--- config.mk ---
export PLATFORM = sky130hd
export DESIGN_NAME = kcsg_mul_unit
export DESIGN_NICKNAME = d
export VERILOG_FILES = /design/src/hw/rtl/kcsg_pkg.sv /design/src/hw/rtl/kcsg_mul_unit.sv
export SDC_FILE = /design/constraint.sdc
export NUM_CORES = 1
export LEC_CHECK = 0
export ABC_CLOCK_PERIOD_IN_PS = 7950
export BUFFER_PORTS_ARGS = -buffer_cell sky130_fd_sc_hd__buf_2
export CORE_MARGIN = 8
export CORE_UTILIZATION = 53
export CTS_BUF_LIST = sky130_fd_sc_hd__clkbuf_8
export CTS_CLUSTER_DIAMETER = 100
export DETAILED_ROUTE_END_ITERATION = 7
export GPL_TIMING_DRIVEN = 0
export PLACE_DENSITY_LB_ADDON = 0.08
export REMOVE_ABC_BUFFERS = 1
export SLEW_MARGIN = 15
export SYNTH_ARGS = -nofsm -noshare
export SYNTH_HDL_FRONTEND = slang
export SYNTH_SLANG_ARGS = --single-unit
--- constraint.sdc ---
create_clock -name clock -period 7.95 [get_ports clock]
set_input_delay 0.795 -clock clock [delete_from_list [all_inputs] [get_ports clock]]
set_output_delay 0.795 -clock clock [all_outputs]
set_load 0.1 [all_outputs]
--- src/hw/rtl/kcsg_pkg.sv ---
// kcsg_pkg: widths, fixed-point constants and shared types of the koch curve
// segment generator. No dependencies; every other file imports it.

package kcsg_pkg;

   localparam int COORD_W     = 24;               // coordinate width, 8 fraction bits
   localparam int DIFF_W      = COORD_W + 1;      // exact difference of two coordinates
   localparam int COEF_W      = 17;               // signed q0.16 coefficient
   localparam int PROD_W      = DIFF_W + COEF_W;  // exact product
   localparam int RND_SHIFT   = 16;
   localparam int COS_SHIFT   = 15;               // cos(120) is -1/2, a shift
   localparam int STACK_DEPTH = 10;
   localparam int STACK_AW    = 4;
   localparam int LVL_W       = 2;

   localparam logic signed [COEF_W-1:0] K_THIRD      = 17'sd21845;
   localparam logic signed [COEF_W-1:0] K_TWO_THIRDS = 17'sd43691;
   localparam logic signed [COEF_W-1:0] K_SIN120     = 17'sd56756;
   localparam logic signed [COEF_W-1:0] K_NSIN120    = -17'sd56756;

   typedef struct packed {
      logic signed [COORD_W-1:0] x;
      logic signed [COORD_W-1:0] y;
   } point_type;

   typedef struct packed {
      point_type         pt;
      logic [LVL_W-1:0]  lvl;
   } entry_type;

   // one job for the shared multiply-round unit: base + round((diff*coef + offs) / 2^16)
   typedef struct packed {
      logic signed [DIFF_W-1:0]  diff;
      logic signed [COEF_W-1:0]  coef;
      logic signed [PROD_W-1:0]  offs;
      logic signed [COORD_W-1:0] base;
   } mul_op_type;

endpackage

--- src/hw/rtl/kcsg_mul_unit.sv ---
// kcsg_mul_unit: shared multiply, add and round unit; the job is registered, then added and rounded.
// Depends on kcsg_pkg.

module kcsg_mul_unit import kcsg_pkg::*; (
   input  logic                      clock,
   input  mul_op_type                op,
   output logic signed [COORD_W-1:0] result
);

   logic signed [PROD_W-1:0]  prod_ff;
   logic signed [PROD_W-1:0]  offs_ff;
   logic signed [COORD_W-1:0] base_ff;
   logic signed [PROD_W-1:0]  prod_in;
   logic signed [PROD_W:0]    sum;

   assign prod_in = PROD_W'($signed(op.diff) * $signed(op.coef));

   always_ff @(posedge clock) begin
      prod_ff <= prod_in;
      offs_ff <= op.offs;
      base_ff <= op.base;
   end

   // add a half and floor, then wrap into the coordinate width
   assign sum    = {prod_ff[PROD_W-1], prod_ff} + {offs_ff[PROD_W-1], offs_ff}
                   + (PROD_W+1)'(1 << (RND_SHIFT - 1));
   assign result = base_ff + sum[RND_SHIFT+COORD_W-1:RND_SHIFT];

endmodule

After elaboration in Yosys (flattened, before gate mapping). Index checks and enable logic that the tools add are counted.

Reduce and logical (&&, ||, !) cells: 0. Magnitude comparators: 0. Equality and inequality tests: 0. Add/sub/neg operators: 3. Bitwise operators: 0. Shifts and indexed selects: 0. Mux-type cells: 0. Divide/modulo/power cells: 0. Multipliers: 1.

Operators by type and width (number): 40-bit by 16-bit adder with 40-bit output (second input constant) (1); 40-bit adder (1); 25-bit by 17-bit multiplier with 40-bit output (1); 24-bit adder (1).

Memory bits (writable): 0. Memory bits (read-only): 0. Input port bits: 109. Register bits after elaboration: 104. Logic and storage cells: 7. Latch bits: 0. Memories: 0. Output and inout port bits: 24.

Longest topological paths before layout.
Depth in word-level cells: 3. Depth in mapped cells: 27. Depth with buffers taken out: 27.

Worst setup path before layout. OpenSTA, ideal clock, no wires.

Path kind: reg2out. Start point: reg prod_ff[6]. End point: out result[23]. Path buffers: 0. Stages on the path, launching flop included: 23. Slack: 1.193 ns. Arrival time: 5.962 ns. Required time: 7.155 ns. Path through: dfxtp_1 ha_1 ha_1 a21o_1 a221o_1 a211oi_2 o31ai_1 a41o_1 a21oi_1 o21ai_1 o21a_1 o21a_1 nor2_1 ha_1 and3_1 a31o_2 a21oi_1 a21o_1 a21oi_1 a31oi_1 o21ai_1 xor2_1 xnor2_1.

Longest elaborated chain between the ends: 3.

Ends and longest elaborated chain: start: declaration (RTL line kcsg_mul_unit.sv:10) `logic signed [PROD_W-1:0] prod_ff;`; start signal: assignment (RTL line kcsg_mul_unit.sv:19) `prod_ff <= prod_in;`; 40-bit adder (RTL line kcsg_mul_unit.sv:25) `assign sum = {prod_ff[PROD_W-1], prod_ff} + {offs_ff[PROD_W-1], offs_ff}`; 40-bit by 16-bit adder with 40-bit output (RTL line kcsg_mul_unit.sv:26) `+ (PROD_W+1)'(1 << (RND_SHIFT - 1));`; 24-bit adder (RTL line kcsg_mul_unit.sv:27) `assign result = base_ff + sum[RND_SHIFT+COORD_W-1:RND_SHIFT];`; end: declaration (RTL line kcsg_mul_unit.sv:7) `output logic signed [COORD_W-1:0] result`.

No other way between the ends.

Worst setup path in the final report.
Start point: reg prod_ff[12]. End point: out result[22].

The elaborated chain is that of the path after synthesis.

==> run_results.csv <==
group,metric,value,unit
drt,viasPerCell,5.24,
finish,fillers,3299,
worst_setup_path,cp_max_fo,3,
floorplanning,core_region_area,36200,um2
synthesis,syn_inst,2066,
timing,rsz0062_at_grt,"no",
worst_setup_path,cp.required,7150,ps
floorplanning,die_h,207,um
floorplanning,dieArea,42700,um2
timing,hold_viol,0,
global_routing,track_usage,23.1,%
clock_tree,cts_max_level,3,
finish,final_util,56.7,%
clock_tree,clock_path_buffers,2,
timing,setup_violations,0,
placed_design,place_ws,420,ps
clock_tree,cts_tree,"yes",
synthesis,synth_edf_count,0,
worst_setup_path,setup.worst_path.class,"reg -> out",
timing,slew-limit-headroom,50.3,%
timing,fin_crit_sh,92.3,%
synthesis,ys.flop_type,"dfxtp_1",
worst_setup_path,cp-end-kind,"primary output",
drt,route.detailed.wl_per_inst,18.0,um
floorplanning,io_pins,133,
clock_tree,clock_sinks,104,
finish,nets,2854,
synthesis,synthDistinctLibCells,50,
run_status,status,"finished clean",
placed_design,io_buffer_count,130,
drt,ant_nets,0,
finish,diodes,0,
finish,multiInputGateArea,15300,um2
floorplanning,std_cell_rows,70,
worst_setup_path,arrival,6540,ps
timing,worst_slack,613,ps
timing,fin_crit,7340,ps
timing,tightest_slew,746,ps
synthesis,ys_seq_elements,104,
job,drv_cap,0,
clock_tree,cts_buffers,9,
global_routing,grt_max_degree,27,
timing,fin_tns_setup,0,ps
drt,drc,0,
finish,seq_area,2080,um2
synthesis,synthArstFlopShare,0,%
clock_tree,postCtsHoldBufs,0,
drt,drt_iter0_markers,651,
global_routing,first_global_vias,15300,
finish,syn_to_final_growth,6.41,%
timing,finalMaxSlewViolations,0,
floorplanning,fp.dieW,207,um
synthesis,synth_warnings,0,
worst_setup_path,startpoint_type,"register",
clock_tree,clk_pin_slew,100,ps
drt,vias,13700,
finish,final_area,20500,um2
placed_design,gp_congestion,0.872,
clock_tree,cts_resized,0,
synthesis,yosysSeqAreaShare,10.8,%
global_routing,grt.overflow.total,0,
global_routing,antenna_found_initial,1,
placed_design,dp_hpwl,36400,um
clock_tree,cts_setup_buffers,0,
timing,fmax,136,MHz
synthesis,syn_area_per_cell,9.33,um2
global_routing,grt_pass1_wl,77600,um
finish,mostFrequentLayoutCell,"inv_1",
clock_tree,cts-root-buf,"clkbuf_8",
synthesis,netlist_area,19300,um2
drt,wl,47100,um
drt,dr.pass1.iters,5,
placed_design,place_area,20300,um2
hold_path,holdCritPathClass,"in -> reg",
floorplanning,start_util,53.3,%
finish,final_cell_mix,"inv_1, fa_1, nand2_1",
finish,drive_gt1_share,7.16,%
[layout make-up]
type / instances / share of cell area, %
multi-input cells: 1449 / 74.4
inverters: 452 / 8.27
flip-flops and latches: 104 / 10.2
well taps: 468 / 2.86
clock buffers: 9 / 0.604
clock inverters: 7 / 0.506
repair buffers: 130 / 3.17
[critical path: stages (launching register included)]
cell      delay [ps]
dfxtp_1          330
ha_1             300
ha_1             320
a41o_1           220
a221o_1          280
a211oi_2         330
o31ai_1          180
a41o_1           290
a21oi_1          270
o21ai_1          150
o21a_1           220
o21a_1           180
nor2_1           120
xnor2_1           80
ha_1             210
a21o_1           210
nor3_1           240
nand3b_1         110
a31oi_1          320
o21ai_1          170
nand4_1          110
nand3_1           90
or4_1            430
a31o_1           220
a21oi_1          170
xnor2_1          150
buf_2            450
[flip-flops by register name (all words and copies together), names as in the netlist]
name     cells
prod_ff     40
offs_ff     40
base_ff     24
[final timing paths]
check | start | cells after the start | endpoint | slack (ps)
worst min-delay path | op[13] | 1 | base_ff[13] | 510
worst max-delay path | prod_ff[12] | 26 | result[22] | 610
[kinds of logic (layout without fill, tap and decap cells)]
kind of cell,after synthesis,after routing,synth area share [%]
flops,104,104,10.8
buf+inv,513,598,9.99
fa+ha+maj,599,599,54.6
simple gates,581,581,14.6
xor+xnor,91,91,4.14
compound gates,178,178,5.86
[cells in the mapped netlist (all sizes together), types with 2 or more instances]
cell type  instances  area share (%)
nand2            252             4.9
and2             180             5.8
or4                2           0.078
a41oi              2           0.091
o21a               8            0.31
a211oi             5            0.22
dfxtp            104              11
a41o               2            0.10
o31ai              2            0.10
xnor2             64             2.9
a31o               4            0.18
a21o              33             1.3
o21ai             39             1.0
nor2b             15            0.49
clkbuf            61             1.2
ha               196              13
a31oi              5            0.16
or3                2           0.065
or2                4            0.13
nand2b            17            0.55
xor2              27             1.2
o22ai              2           0.065
nor4               4            0.13
nor2              62             1.2
nand3             12            0.31
o21bai             8            0.31
nand4              6            0.19
fa               403              42
inv              451             8.8
a211o              2           0.091
a21oi             57             1.5
nor3              16            0.42
and3               7            0.23
o211ai             3            0.14
[stage by stage]
| stage | instances | hold slack [ps] |
|---|---|---|
| final | 2619 | 506 |
| after global routing | 2619 | 482 |
| after CTS | 2619 | 480 |
| after detailed placement | 2603 | 899 |
| after global placement | 2603 | 898 |
| after floorplan | 2005 | 823 |
[metal layers]
layer,part of all wire (%),global-route usage (%),routed length (um),vias up
li1,-,-,-,6353
met1,47,32.5,21900,6911
met2,45,37.6,21100,408
met3,6.7,3.70,3160,58
met4,1.9,5.03,891,2
met5,0.028,0,13,-
Power is not shown: default switching activity piles up to over one toggle a cycle in this logic, so the estimate is an artifact.
